## config.mk

```make
export PLATFORM = sky130hd
export DESIGN_NAME = pointer_input_tracker_flat
export DESIGN_NICKNAME = d
export VERILOG_FILES = /design/src/rtl/pit_pkg.sv /design/src/rtl/pit_if.sv /design/src/rtl/pit_csr.sv /design/src/rtl/pit_axis.sv /design/src/rtl/pit_event.sv /design/src/rtl/pointer_input_tracker.sv /design/src/flat_wrapper.sv
export SDC_FILE = /design/constraint.sdc
export NUM_CORES = 1
export LEC_CHECK = 0
export BUFFER_PORTS_ARGS = -buffer_cell sky130_fd_sc_hd__clkbuf_2
export CAP_MARGIN = 20
export CORE_MARGIN = 5
export CORE_UTILIZATION = 59
export DETAILED_ROUTE_END_ITERATION = 10
export HOLD_SLACK_MARGIN = 0.12
export PLACE_DENSITY = 0.82
export SETUP_SLACK_MARGIN = 0.4
export SYNTH_ARGS = -nofsm -noshare
export SYNTH_HDL_FRONTEND = slang
export SYNTH_HIERARCHICAL = 1
export SYNTH_SLANG_ARGS = --single-unit
```

## constraint.sdc

```tcl
create_clock -name clock -period 6.4 [get_ports clock]
set_input_delay 0.64 -clock clock [delete_from_list [all_inputs] [get_ports clock]]
set_output_delay 0.64 -clock clock [all_outputs]
set_load 0.005 [all_outputs]
```

## src/rtl/pit_pkg.sv

```systemverilog
// types and constants for the pointer input tracker
// no dependencies; used by every other rtl .sv file
`default_nettype none

package pit_pkg;

   localparam int DELTA_W  = 16;
   localparam int BUTTON_W = 3;
   localparam int KEY_W    = 8;
   localparam int TIME_W   = 32;
   localparam int PTR_W    = 12;
   localparam int SIZE_W   = 13;
   localparam int WINDOW_W = 16;
   localparam int CSR_ADDR_W = 4;
   localparam int CSR_DATA_W = 32;

   // largest value a size register can hold
   localparam int SIZE_REG_MAX = 8191;

   localparam logic [SIZE_W-1:0]   RESET_WIDTH  = 13'd1024;
   localparam logic [SIZE_W-1:0]   RESET_HEIGHT = 13'd768;
   localparam logic [WINDOW_W-1:0] RESET_WINDOW = 16'd500;

   // register indexes (paddr[3:2])
   localparam logic [1:0] REG_SCREEN_WIDTH  = 2'd0;
   localparam logic [1:0] REG_SCREEN_HEIGHT = 2'd1;
   localparam logic [1:0] REG_CLICK_WINDOW  = 2'd2;

   // button bit positions
   localparam int BTN_LEFT  = 0;
   localparam int BTN_RIGHT = 1;

   typedef struct packed {
      logic [SIZE_W-1:0]   screen_width;
      logic [SIZE_W-1:0]   screen_height;
      logic [WINDOW_W-1:0] double_click_window;
   } cfg_type;

   typedef struct packed {
      logic signed [DELTA_W-1:0] delta_x;
      logic signed [DELTA_W-1:0] delta_y;
      logic [BUTTON_W-1:0]       button_bits;
      logic                      key_present;
      logic [KEY_W-1:0]          key_code;
      logic [TIME_W-1:0]         time_now;
   } req_item_type;

   typedef struct packed {
      logic left_press;
      logic left_release;
      logic right_press;
      logic double_click;
      logic activity;
   } event_type;

   typedef struct packed {
      logic [PTR_W-1:0] pointer_x;
      logic [PTR_W-1:0] pointer_y;
      event_type        events;
      logic             key_valid;
      logic [KEY_W-1:0] key_out;
   } rsp_item_type;

endpackage

`default_nettype wire

```

## src/rtl/pit_if.sv

```systemverilog
// valid/ready channel interfaces for poll beats and result beats
// depends on pit_pkg for field widths
`default_nettype none

interface pit_req_if;
   import pit_pkg::*;

   logic                      valid;
   logic                      ready;
   logic signed [DELTA_W-1:0] delta_x;
   logic signed [DELTA_W-1:0] delta_y;
   logic [BUTTON_W-1:0]       button_bits;
   logic                      key_present;
   logic [KEY_W-1:0]          key_code;
   logic [TIME_W-1:0]         time_now;

   modport source (output valid, delta_x, delta_y, button_bits, key_present, key_code,
                   time_now, input ready);
   modport sink (input valid, delta_x, delta_y, button_bits, key_present, key_code,
                 time_now, output ready);
endinterface

interface pit_rsp_if;
   import pit_pkg::*;

   logic             valid;
   logic             ready;
   logic [PTR_W-1:0] pointer_x;
   logic [PTR_W-1:0] pointer_y;
   logic             left_press;
   logic             left_release;
   logic             right_press;
   logic             double_click;
   logic             activity;
   logic             key_valid;
   logic [KEY_W-1:0] key_out;

   modport source (output valid, pointer_x, pointer_y, left_press, left_release,
                   right_press, double_click, activity, key_valid, key_out, input ready);
   modport sink (input valid, pointer_x, pointer_y, left_press, left_release,
                 right_press, double_click, activity, key_valid, key_out, output ready);
endinterface

`default_nettype wire

```

## src/rtl/pit_csr.sv

```systemverilog
// apb-style configuration registers: screen size and double click window
// depends on pit_pkg
`default_nettype none

module pit_csr (
   input  wire logic                          clock,
   input  wire logic                          reset,
   input  wire logic                          psel,
   input  wire logic                          penable,
   input  wire logic                          pwrite,
   input  wire logic [pit_pkg::CSR_ADDR_W-1:0] paddr,
   input  wire logic [pit_pkg::CSR_DATA_W-1:0] pwdata,
   output logic      [pit_pkg::CSR_DATA_W-1:0] prdata,
   output logic                               pready,
   output pit_pkg::cfg_type                   cfg
);
   import pit_pkg::*;

   cfg_type    cfg_ff;
   cfg_type    cfg_in;
   logic       wr_en;
   logic [1:0] reg_idx;

   assign wr_en   = psel & penable & pwrite;
   assign reg_idx = paddr[3:2];
   assign pready  = 1'b1;
   assign cfg     = cfg_ff;

   always_comb begin
      cfg_in = cfg_ff;
      if (wr_en) begin
         unique case (reg_idx)
            REG_SCREEN_WIDTH:  cfg_in.screen_width        = pwdata[SIZE_W-1:0];
            REG_SCREEN_HEIGHT: cfg_in.screen_height       = pwdata[SIZE_W-1:0];
            REG_CLICK_WINDOW:  cfg_in.double_click_window = pwdata[WINDOW_W-1:0];
            default: begin
            end
         endcase
      end
   end

   always_comb begin
      unique case (reg_idx)
         REG_SCREEN_WIDTH:  prdata = CSR_DATA_W'(cfg_ff.screen_width);
         REG_SCREEN_HEIGHT: prdata = CSR_DATA_W'(cfg_ff.screen_height);
         REG_CLICK_WINDOW:  prdata = CSR_DATA_W'(cfg_ff.double_click_window);
         default:           prdata = '0;
      endcase
   end

   always_ff @(posedge clock) begin
      if (reset) begin
         cfg_ff.screen_width        <= RESET_WIDTH;
         cfg_ff.screen_height       <= RESET_HEIGHT;
         cfg_ff.double_click_window <= RESET_WINDOW;
      end else begin
         cfg_ff <= cfg_in;
      end
   end

endmodule

`default_nettype wire

```

## src/rtl/pit_axis.sv

```systemverilog
// one pointer axis: add signed delta, clamp to 0 .. limit-1
// depends on pit_pkg
`default_nettype none

module pit_axis #(
   parameter int SCREEN_MAX = 4096,
   parameter int POS_W      = 12
) (
   input  wire logic        [POS_W-1:0]              pos,
   input  wire logic signed [pit_pkg::DELTA_W-1:0]   delta,
   input  wire logic        [pit_pkg::SIZE_W-1:0]    size,
   output logic             [POS_W-1:0]              pos_next
);
   import pit_pkg::*;

   localparam int SUM_W = ((POS_W > 17) ? POS_W : 17) + 2;

   logic signed [SUM_W-1:0] pos_s;
   logic signed [SUM_W-1:0] delta_s;
   logic signed [SUM_W-1:0] size_s;
   logic signed [SUM_W-1:0] lim_s;
   logic signed [SUM_W-1:0] sum_s;
   logic signed [SUM_W-1:0] clamp_s;

   assign pos_s   = $signed({{(SUM_W-POS_W){1'b0}}, pos});
   assign delta_s = $signed({{(SUM_W-DELTA_W){delta[DELTA_W-1]}}, delta});
   assign size_s  = $signed({{(SUM_W-SIZE_W){1'b0}}, size});
   assign sum_s   = pos_s + delta_s;

   // zero size pins the axis, oversized saturates at the build limit
   always_comb begin
      priority if (size == '0) lim_s = SUM_W'(1);
      else if (size_s > SUM_W'(SCREEN_MAX)) lim_s = SUM_W'(SCREEN_MAX);
      else lim_s = size_s;
   end

   always_comb begin
      clamp_s = sum_s;
      if (clamp_s < 0) clamp_s = '0;
      if (clamp_s >= lim_s) clamp_s = lim_s - SUM_W'(1);
   end

   assign pos_next = clamp_s[POS_W-1:0];

endmodule

`default_nettype wire

```

## src/rtl/pit_event.sv

```systemverilog
// button edge, double click and activity decode for one poll
// depends on pit_pkg
`default_nettype none

module pit_event (
   input  wire pit_pkg::req_item_type                item,
   input  wire logic [pit_pkg::BUTTON_W-1:0]         last_buttons,
   input  wire logic [pit_pkg::TIME_W-1:0]           last_click_time,
   input  wire logic [pit_pkg::WINDOW_W-1:0]         window,
   output pit_pkg::event_type                        events
);
   import pit_pkg::*;

   logic [TIME_W-1:0] elapsed;
   logic              left_now;
   logic              left_prev;
   logic              right_now;
   logic              right_prev;

   assign left_now   = item.button_bits[BTN_LEFT];
   assign left_prev  = last_buttons[BTN_LEFT];
   assign right_now  = item.button_bits[BTN_RIGHT];
   assign right_prev = last_buttons[BTN_RIGHT];

   // wrapping difference since the previous left press
   assign elapsed = item.time_now - last_click_time;

   always_comb begin
      events.left_press   = left_now & ~left_prev;
      events.left_release = ~left_now & left_prev;
      events.right_press  = right_now & ~right_prev;
      events.double_click = events.left_press &
                            (elapsed < {{(TIME_W-WINDOW_W){1'b0}}, window});
      events.activity     = (item.delta_x != '0) | (item.delta_y != '0) |
                            (item.button_bits != last_buttons) | item.key_present;
   end

endmodule

`default_nettype wire

```

## src/rtl/pointer_input_tracker.sv

```systemverilog
// pointer input tracker top level: poll register, update logic, result register
// depends on pit_pkg, pit_if, pit_csr, pit_axis, pit_event
//
//  channel | dir | handshake          | beat contents
//  --------+-----+--------------------+----------------------------------------------
//  req     | in  | valid/ready        | deltas, buttons, key, timestamp
//  rsp     | out | valid/ready        | clamped pointer, edges, click, activity, key
//  csr     | in  | psel/penable/pready| screen width, screen height, click window
//
//  one poll beat per cycle sustained while rsp is not stalled; a poll is held in the input
//  register, then moves on into the result register that drives rsp
//  the pointer/button/click state updates at the same edge the result is loaded,
//  which keeps back-to-back polls in order with no bubble
//  a stalled rsp holds the result register; the input register still fills, and req
//  ready drops only when both registers are full and rsp is stalled
//  synchronous active-high reset restores the register defaults and centers the pointer
`default_nettype none

module pointer_input_tracker #(
   parameter int SCREEN_MAX = 4096
) (
   input  wire logic                          clock,
   input  wire logic                          reset,
   pit_req_if.sink                            req,
   pit_rsp_if.source                          rsp,
   input  wire logic                          psel,
   input  wire logic                          penable,
   input  wire logic                          pwrite,
   input  wire logic [pit_pkg::CSR_ADDR_W-1:0] paddr,
   input  wire logic [pit_pkg::CSR_DATA_W-1:0] pwdata,
   output logic      [pit_pkg::CSR_DATA_W-1:0] prdata,
   output logic                               pready
);
   import pit_pkg::*;

   // position never reaches the size register ceiling or the build limit
   localparam int LIM_MAX  = (SCREEN_MAX < SIZE_REG_MAX) ? SCREEN_MAX : SIZE_REG_MAX;
   localparam int LIM_BITS = $clog2(LIM_MAX);
   // wide enough for the reset center too
   localparam int POS_W    = (LIM_BITS > 10) ? LIM_BITS : 10;

   cfg_type cfg;

   // input register
   logic         s1_valid_ff;
   logic         s1_valid_in;
   req_item_type s1_item_ff;
   req_item_type req_item;

   // result register
   logic         rsp_valid_ff;
   logic         rsp_valid_in;
   rsp_item_type rsp_item_ff;
   rsp_item_type rsp_item_in;

   // tracker state
   logic [POS_W-1:0]    pos_x_ff;
   logic [POS_W-1:0]    pos_x_in;
   logic [POS_W-1:0]    pos_y_ff;
   logic [POS_W-1:0]    pos_y_in;
   logic [BUTTON_W-1:0] last_buttons_ff;
   logic [TIME_W-1:0]   last_click_ff;
   logic [TIME_W-1:0]   last_click_in;

   event_type events;
   logic      advance;
   logic      req_take;

   pit_csr u_csr (
      .clock   (clock),
      .reset   (reset),
      .psel    (psel),
      .penable (penable),
      .pwrite  (pwrite),
      .paddr   (paddr),
      .pwdata  (pwdata),
      .prdata  (prdata),
      .pready  (pready),
      .cfg     (cfg)
   );

   // handshake: the held poll moves on when the result slot is free or draining
   assign advance   = s1_valid_ff & (~rsp_valid_ff | rsp.ready);
   assign req.ready = ~s1_valid_ff | advance;
   assign req_take  = req.valid & req.ready;

   assign req_item.delta_x     = req.delta_x;
   assign req_item.delta_y     = req.delta_y;
   assign req_item.button_bits = req.button_bits;
   assign req_item.key_present = req.key_present;
   assign req_item.key_code    = req.key_code;
   assign req_item.time_now    = req.time_now;

   always_comb begin
      s1_valid_in = s1_valid_ff;
      if (advance) s1_valid_in = 1'b0;
      if (req_take) s1_valid_in = 1'b1;
   end

   // update logic between the registers
   pit_axis #(.SCREEN_MAX(SCREEN_MAX), .POS_W(POS_W)) u_axis_x (
      .pos      (pos_x_ff),
      .delta    (s1_item_ff.delta_x),
      .size     (cfg.screen_width),
      .pos_next (pos_x_in)
   );

   pit_axis #(.SCREEN_MAX(SCREEN_MAX), .POS_W(POS_W)) u_axis_y (
      .pos      (pos_y_ff),
      .delta    (s1_item_ff.delta_y),
      .size     (cfg.screen_height),
      .pos_next (pos_y_in)
   );

   pit_event u_event (
      .item            (s1_item_ff),
      .last_buttons    (last_buttons_ff),
      .last_click_time (last_click_ff),
      .window          (cfg.double_click_window),
      .events          (events)
   );

   // only a left press stamps the click time
   assign last_click_in = events.left_press ? s1_item_ff.time_now : last_click_ff;

   always_comb begin
      rsp_item_in.pointer_x = PTR_W'(pos_x_in);
      rsp_item_in.pointer_y = PTR_W'(pos_y_in);
      rsp_item_in.events    = events;
      rsp_item_in.key_valid = s1_item_ff.key_present;
      rsp_item_in.key_out   = s1_item_ff.key_present ? s1_item_ff.key_code : '0;
   end

   always_comb begin
      rsp_valid_in = rsp_valid_ff;
      if (rsp.ready) rsp_valid_in = 1'b0;
      if (advance) rsp_valid_in = 1'b1;
   end

   // control registers
   always_ff @(posedge clock) begin
      if (reset) begin
         s1_valid_ff     <= 1'b0;
         rsp_valid_ff    <= 1'b0;
         pos_x_ff        <= POS_W'(RESET_WIDTH / 2);
         pos_y_ff        <= POS_W'(RESET_HEIGHT / 2);
         last_buttons_ff <= '0;
         last_click_ff   <= '0;
      end else begin
         s1_valid_ff  <= s1_valid_in;
         rsp_valid_ff <= rsp_valid_in;
         if (advance) begin
            pos_x_ff        <= pos_x_in;
            pos_y_ff        <= pos_y_in;
            last_buttons_ff <= s1_item_ff.button_bits;
            last_click_ff   <= last_click_in;
         end
      end
   end

   // payload registers
   always_ff @(posedge clock) begin
      if (req_take) s1_item_ff <= req_item;
      if (advance) rsp_item_ff <= rsp_item_in;
   end

   assign rsp.valid        = rsp_valid_ff;
   assign rsp.pointer_x    = rsp_item_ff.pointer_x;
   assign rsp.pointer_y    = rsp_item_ff.pointer_y;
   assign rsp.left_press   = rsp_item_ff.events.left_press;
   assign rsp.left_release = rsp_item_ff.events.left_release;
   assign rsp.right_press  = rsp_item_ff.events.right_press;
   assign rsp.double_click = rsp_item_ff.events.double_click;
   assign rsp.activity     = rsp_item_ff.events.activity;
   assign rsp.key_valid    = rsp_item_ff.key_valid;
   assign rsp.key_out      = rsp_item_ff.key_out;

endmodule

`default_nettype wire

```

## src/flat_wrapper.sv

```systemverilog
// flat-port wrapper written by rule: the top's interface ports become plain ports
module pointer_input_tracker_flat import pit_pkg::*;
#(
   parameter int SCREEN_MAX = 4096
)
  (clock, reset, psel, penable, pwrite, paddr, pwdata, prdata, pready, req_valid, req_delta_x, req_delta_y, req_button_bits, req_key_present, req_key_code, req_time_now, req_ready, rsp_valid, rsp_pointer_x, rsp_pointer_y, rsp_left_press, rsp_left_release, rsp_right_press, rsp_double_click, rsp_activity, rsp_key_valid, rsp_key_out, rsp_ready);
  pit_req_if req_i ();
  pit_rsp_if rsp_i ();
  input  wire logic clock;
  input  wire logic reset;
  input  wire logic psel;
  input  wire logic penable;
  input  wire logic pwrite;
  input  wire logic [pit_pkg::CSR_ADDR_W-1:0] paddr;
  input  wire logic [pit_pkg::CSR_DATA_W-1:0] pwdata;
  output logic      [pit_pkg::CSR_DATA_W-1:0] prdata;
  output logic pready;
  input wire logic [$bits(req_i.valid)-1:0] req_valid;
  input wire logic [$bits(req_i.delta_x)-1:0] req_delta_x;
  input wire logic [$bits(req_i.delta_y)-1:0] req_delta_y;
  input wire logic [$bits(req_i.button_bits)-1:0] req_button_bits;
  input wire logic [$bits(req_i.key_present)-1:0] req_key_present;
  input wire logic [$bits(req_i.key_code)-1:0] req_key_code;
  input wire logic [$bits(req_i.time_now)-1:0] req_time_now;
  output wire logic [$bits(req_i.ready)-1:0] req_ready;
  output wire logic [$bits(rsp_i.valid)-1:0] rsp_valid;
  output wire logic [$bits(rsp_i.pointer_x)-1:0] rsp_pointer_x;
  output wire logic [$bits(rsp_i.pointer_y)-1:0] rsp_pointer_y;
  output wire logic [$bits(rsp_i.left_press)-1:0] rsp_left_press;
  output wire logic [$bits(rsp_i.left_release)-1:0] rsp_left_release;
  output wire logic [$bits(rsp_i.right_press)-1:0] rsp_right_press;
  output wire logic [$bits(rsp_i.double_click)-1:0] rsp_double_click;
  output wire logic [$bits(rsp_i.activity)-1:0] rsp_activity;
  output wire logic [$bits(rsp_i.key_valid)-1:0] rsp_key_valid;
  output wire logic [$bits(rsp_i.key_out)-1:0] rsp_key_out;
  input wire logic [$bits(rsp_i.ready)-1:0] rsp_ready;
  assign req_i.valid = req_valid;
  assign req_i.delta_x = req_delta_x;
  assign req_i.delta_y = req_delta_y;
  assign req_i.button_bits = req_button_bits;
  assign req_i.key_present = req_key_present;
  assign req_i.key_code = req_key_code;
  assign req_i.time_now = req_time_now;
  assign req_ready = req_i.ready;
  assign rsp_valid = rsp_i.valid;
  assign rsp_pointer_x = rsp_i.pointer_x;
  assign rsp_pointer_y = rsp_i.pointer_y;
  assign rsp_left_press = rsp_i.left_press;
  assign rsp_left_release = rsp_i.left_release;
  assign rsp_right_press = rsp_i.right_press;
  assign rsp_double_click = rsp_i.double_click;
  assign rsp_activity = rsp_i.activity;
  assign rsp_key_valid = rsp_i.key_valid;
  assign rsp_key_out = rsp_i.key_out;
  assign rsp_i.ready = rsp_ready;
  pointer_input_tracker #(.SCREEN_MAX(SCREEN_MAX)) u_core (.clock(clock), .reset(reset), .req(req_i), .rsp(rsp_i), .psel(psel), .penable(penable), .pwrite(pwrite), .paddr(paddr), .pwdata(pwdata), .prdata(prdata), .pready(pready));
endmodule
```

==> flow_results.xml <==
<?xml version="1.0" encoding="UTF-8"?>
<metrics>
  <group name="run_status">
    <metric name="outcome" unit="">finished, final reports clean</metric>
  </group>
  <group name="drt">
    <metric name="detail_route.wl_per_cell" unit="µm">16.4</metric>
    <metric name="vias" unit="">10700</metric>
    <metric name="antenna_left" unit="">0</metric>
    <metric name="detail_route.wirelength" unit="µm">30800</metric>
    <metric name="via_per_inst" unit="">5.66</metric>
    <metric name="first_iter_violations" unit="">686</metric>
    <metric name="dr.pass1.iters" unit="">5</metric>
    <metric name="detail_route.drc_violations" unit="">0</metric>
  </group>
  <group name="synth">
    <metric name="number_of_enable_flip_flop_cells_after_synthesis" unit="">114</metric>
    <metric name="seq_area_frac_synth" unit="">0.395</metric>
    <metric name="synth_area_leaders" unit="">sky130_fd_sc_hd__edfxtp_1, sky130_fd_sc_hd__dfxtp_1, sky130_fd_sc_hd__ha_1</metric>
    <metric name="synth-async-reset-ratio" unit="">0</metric>
    <metric name="synth_seq_cells" unit="">217</metric>
    <metric name="synthesis.area_per_instance" unit="µm²">9.75</metric>
    <metric name="netlist.area_leader.share" unit="">0.246</metric>
    <metric name="yosysUniqueCellTypes" unit="">95</metric>
    <metric name="synth.yosys.warnings" unit="">6</metric>
    <metric name="most_used_flip_flop_cell_after_synthesis" unit="">sky130_fd_sc_hd__edfxtp_1</metric>
    <metric name="post_synth_instance_area" unit="µm²">13900</metric>
    <metric name="post_synth_inst_count" unit="">1425</metric>
    <metric name="yosys.area.top_type" unit="">sky130_fd_sc_hd__edfxtp_1</metric>
  </group>
  <group name="worst_setup_path">
    <metric name="crit_path_max_incr_delay" unit="ns">0.55</metric>
    <metric name="reg2reg_to" unit="">u_core/pos_x_ff[2]$_SDFFE_PP0P_</metric>
    <metric name="worst_ep_arrival_time" unit="ns">5.78</metric>
    <metric name="worst_r2r_path_depth" unit="">20</metric>
    <metric name="worst_path_max_delay_cell" unit="">sky130_fd_sc_hd__o21ai_0</metric>
    <metric name="worst_path_dominant_cell_family" unit="">compound AO/OA/AOI/OAI gates</metric>
    <metric name="timing_worst_setup_path_type" unit="">register to register</metric>
    <metric name="path_depth" unit="">20</metric>
    <metric name="ff2ff_setup_slack" unit="ns">1.07</metric>
    <metric name="crit_path_cell_trace" unit="">ha_1 -&gt; inv_1 -&gt; fa_1 -&gt; nand2b_1 -&gt; a21oi_1 -&gt; nor2_1 -&gt; o311a_1 -&gt; o21ai_0 -&gt; nand2_1 -&gt; ha_1 -&gt; nand2b_4 -&gt; a211oi_2 -&gt; o31ai_1 -&gt; a211o_1 -&gt; a22o_1 -&gt; or4b_1 -&gt; o41a_2 -&gt; o32ai_1 -&gt; nand2b_1 -&gt; mux2i_1</metric>
    <metric name="critical_path.startpoint_type" unit="">register</metric>
    <metric name="timing.critical_path.fanout_max" unit="">12</metric>
    <metric name="worst_ep_required_time" unit="ns">6.84</metric>
    <metric name="crit_buf_inv" unit="">1</metric>
    <metric name="timing.critical_path.to_type" unit="">register</metric>
    <metric name="r2r-start" unit="">u_core/s1_item_ff[60]$_DFFE_PP_</metric>
  </group>
  <group name="pwr">
    <metric name="p_total" unit="W">0.00368</metric>
    <metric name="pwr_density_cell" unit="nW/µm²">238</metric>
    <metric name="worst_supply_voltage_drop_on_vdd" unit="mV">0.246</metric>
    <metric name="leakagePower" unit="nW">6.24</metric>
  </group>
  <group name="global_route">
    <metric name="globalRouteOverflowTotal" unit="">0</metric>
    <metric name="first_pass_grt_wire_length" unit="µm">50100</metric>
    <metric name="antenna_found_initial" unit="">0</metric>
    <metric name="grtUsageTotal" unit="">0.225</metric>
    <metric name="grt_max_degree" unit="">113</metric>
    <metric name="vias_in_the_first_global_route" unit="">10300</metric>
  </group>
  <group name="final_layout">
    <metric name="layout.cells.most_common_list" unit="">sky130_fd_sc_hd__nand2b_1, sky130_fd_sc_hd__clkbuf_2, sky130_fd_sc_hd__mux2i_1</metric>
    <metric name="footprint_of_the_flip_flops_and_latches" unit="µm²">5490</metric>
    <metric name="multi_input_comb_area" unit="µm²">7670</metric>
    <metric name="nNetsFinal" unit="">1770</metric>
    <metric name="drive_above_1_share" unit="">0.160</metric>
    <metric name="antenna_cells" unit="">0</metric>
    <metric name="final_core_utilization" unit="">0.663</metric>
    <metric name="n_fill_cell" unit="">1872</metric>
    <metric name="area_growth_syn_to_layout" unit="%">11.3</metric>
    <metric name="layout_commonest_cell" unit="">sky130_fd_sc_hd__nand2b_1</metric>
    <metric name="stdcell_area" unit="µm²">15500</metric>
  </group>
  <group name="sta">
    <metric name="final-max-slew-violation-count" unit="">0</metric>
    <metric name="final_cycle_utilization_of_the_critical_path" unit="">0.833</metric>
    <metric name="min_period" unit="ns">5.33</metric>
    <metric name="max_slew.worst_pin.slew" unit="ns">0.978</metric>
    <metric name="fmax" unit="MHz">188</metric>
    <metric name="setup_total_negative_slack" unit="ns">0</metric>
    <metric name="rsz0062_at_grt" unit="">no</metric>
    <metric name="setup-violations-final" unit="">0</metric>
    <metric name="clock_skew" unit="ns">0.0114</metric>
    <metric name="slew-limit-headroom" unit="">0.348</metric>
    <metric name="finalHoldViolations" unit="">0</metric>
  </group>
  <group name="clocking">
    <metric name="cts_resized" unit="">0</metric>
    <metric name="post_cts_buffers" unit="">0</metric>
    <metric name="cts.sinks" unit="">217</metric>
    <metric name="clock_path_buffers" unit="">3</metric>
    <metric name="tritoncts" unit="">done</metric>
    <metric name="tritoncts.num_buffers" unit="">24</metric>
    <metric name="cts-root-buf" unit="">sky130_fd_sc_hd__clkbuf_16</metric>
    <metric name="ctsHoldBuffers" unit="">0</metric>
    <metric name="clkLatencyLatePin" unit="ns">0.51</metric>
    <metric name="worst_setup_hold_path_clk_slew" unit="ns">0.06</metric>
    <metric name="clock_tree.htree_level_count" unit="">1</metric>
  </group>
  <group name="floorplan">
    <metric name="core.rowCount" unit="">56</metric>
    <metric name="fp.dieW" unit="µm">163</metric>
    <metric name="die_area" unit="µm²">26700</metric>
    <metric name="core_area" unit="µm²">23300</metric>
    <metric name="start_util" unit="">0.596</metric>
    <metric name="boundary_pins" unit="">192</metric>
    <metric name="die-height" unit="µm">163</metric>
  </group>
  <group name="hold_path">
    <metric name="min_from" unit="">req_delta_x[13]</metric>
    <metric name="hold_path_class" unit="">primary input to register</metric>
    <metric name="min_to" unit="">u_core/s1_item_ff[73]$_DFFE_PP_</metric>
    <metric name="worst_hold_path.num_cells" unit="">1</metric>
  </group>
  <group name="place">
    <metric name="gp_routability_congestion" unit="">0.905</metric>
    <metric name="placed_area" unit="µm²">14700</metric>
    <metric name="numPortBuffers" unit="">156</metric>
    <metric name="dp.final_hpwl" unit="µm">23400</metric>
  </group>
  <group name="flow_run">
    <metric name="drv.max_cap_violation_count" unit="">0</metric>
  </group>
</metrics>
[synthesized netlist by cell type (all sizes together) (4+ instances only)]
master and count:
clkbuf 31, a221oi 6, xnor2 23, nor3b 5, edfxtp 114, nand2b 176, nand2 101, xor2 27
nor2b 12, inv 79, a211oi 14, nand3 22, nor3 21, o211ai 12, nor2 88, o22ai 10
dfxtp 103, o31ai 6, a31oi 5, ha 101, a21oi 76, and3 4, mux2i 115, or3 6
buf 48, nand4 15, o32ai 12, a21o 21, o21ai 55, nor4 21, o2111ai 4, and2 19
o21a 11, a211o 5
[worst max path at each step]
stage / from / end / slack (ns)
global placement: u_core/s1_item_ff[60]$_DFFE_PP_ / u_core/pos_x_ff[2]$_SDFFE_PP0P_ / 1.25
CTS: u_core/s1_item_ff[60]$_DFFE_PP_ / u_core/pos_x_ff[2]$_SDFFE_PP0P_ / 1.12
floorplan: u_core/s1_item_ff[60]$_DFFE_PP_ / u_core/pos_x_ff[9]$_SDFFE_PP1P_ / 1.74
finish: u_core/s1_item_ff[60]$_DFFE_PP_ / u_core/pos_x_ff[2]$_SDFFE_PP0P_ / 1.07
detailed placement: u_core/s1_item_ff[60]$_DFFE_PP_ / u_core/pos_x_ff[2]$_SDFFE_PP0P_ / 1.12
global route: u_core/s1_item_ff[60]$_DFFE_PP_ / u_core/pos_x_ff[2]$_SDFFE_PP0P_ / 0.70
[state kept, by name (all words and copies together), names as in the netlist, 3 cells and up]
| name | cells |
|---|---|
| u_core/last_buttons_ff | 3 |
| u_core/last_click_ff | 32 |
| u_core/pos_x_ff | 12 |
| u_core/pos_y_ff | 12 |
| u_core/rsp.key_out | 8 |
| u_core/rsp.pointer_x | 12 |
| u_core/rsp.pointer_y | 12 |
| u_core/s1_item_ff | 75 |
| u_core/u_csr/cfg | 42 |
[stage by stage]
step / std cells / setup slack [ns] / hold WS [ns]
2_1_floorplan: 1440 / 1.74 / 0.449
5_1_grt: 1884 / 0.702 / 0.275
4_1_cts: 1883 / 1.12 / 0.272
3_5_place_dp: 1839 / 1.12 / 0.466
3_3_place_gp: 1838 / 1.25 / 0.458
6_report: 1884 / 1.07 / 0.297
[worst reg2reg max path: stages, from the launching register on]
cell,delay (ns)
sky130_fd_sc_hd__edfxtp_1,0.37
sky130_fd_sc_hd__ha_1,0.21
sky130_fd_sc_hd__inv_1,0.06
sky130_fd_sc_hd__fa_1,0.41
sky130_fd_sc_hd__nand2b_1,0.19
sky130_fd_sc_hd__a21oi_1,0.17
sky130_fd_sc_hd__nor2_1,0.09
sky130_fd_sc_hd__o311a_1,0.45
sky130_fd_sc_hd__o21ai_0,0.55
sky130_fd_sc_hd__nand2_1,0.14
sky130_fd_sc_hd__ha_1,0.29
sky130_fd_sc_hd__nand2b_4,0.14
sky130_fd_sc_hd__a211oi_2,0.22
sky130_fd_sc_hd__o31ai_1,0.11
sky130_fd_sc_hd__a211o_1,0.29
sky130_fd_sc_hd__a22o_1,0.24
sky130_fd_sc_hd__or4b_1,0.53
sky130_fd_sc_hd__o41a_2,0.22
sky130_fd_sc_hd__o32ai_1,0.37
sky130_fd_sc_hd__nand2b_1,0.10
sky130_fd_sc_hd__mux2i_1,0.12
[power breakdown]
group | internal (W) | switching, W
registers | 0.00155 | 0.0000486
logic | 0.000318 | 0.000426
clock network | 0.000799 | 0.000534
total | 0.00267 | 0.00101
[metal layers]
metal	share of wire	vias to the layer above	global-route usage	wire [µm]
li1	-	5314	-	-
met1	0.43	4976	0.289	13300
met2	0.49	306	0.394	15000
met3	0.048	67	0.0303	1490
met4	0.034	0	0.0747	1060
met5	0	-	0	0
[area by class of cell]
| class | count | area share |
|---|---|---|
| clock buffer | 38 | 0.0481 |
| clock inverter | 6 | 0.00283 |
| inverter | 79 | 0.0192 |
| multi-input combinational | 1064 | 0.496 |
| sequential | 217 | 0.354 |
| tap | 319 | 0.0258 |
| timing repair buffer | 161 | 0.0541 |
[kinds of logic after synthesis]
group,count (synthesis),share of synthesized area
AND/OR/NAND/NOR,506,0.198
AO/OA/AOI/OAI,270,0.137
flip-flops,217,0.395
buffers and inverters,159,0.0593
multiplexers,117,0.0844
adder cells (fa/ha/maj),104,0.0952
XOR/XNOR,50,0.0315
other,2,0.000540
(Power assumes the default switching activity.)
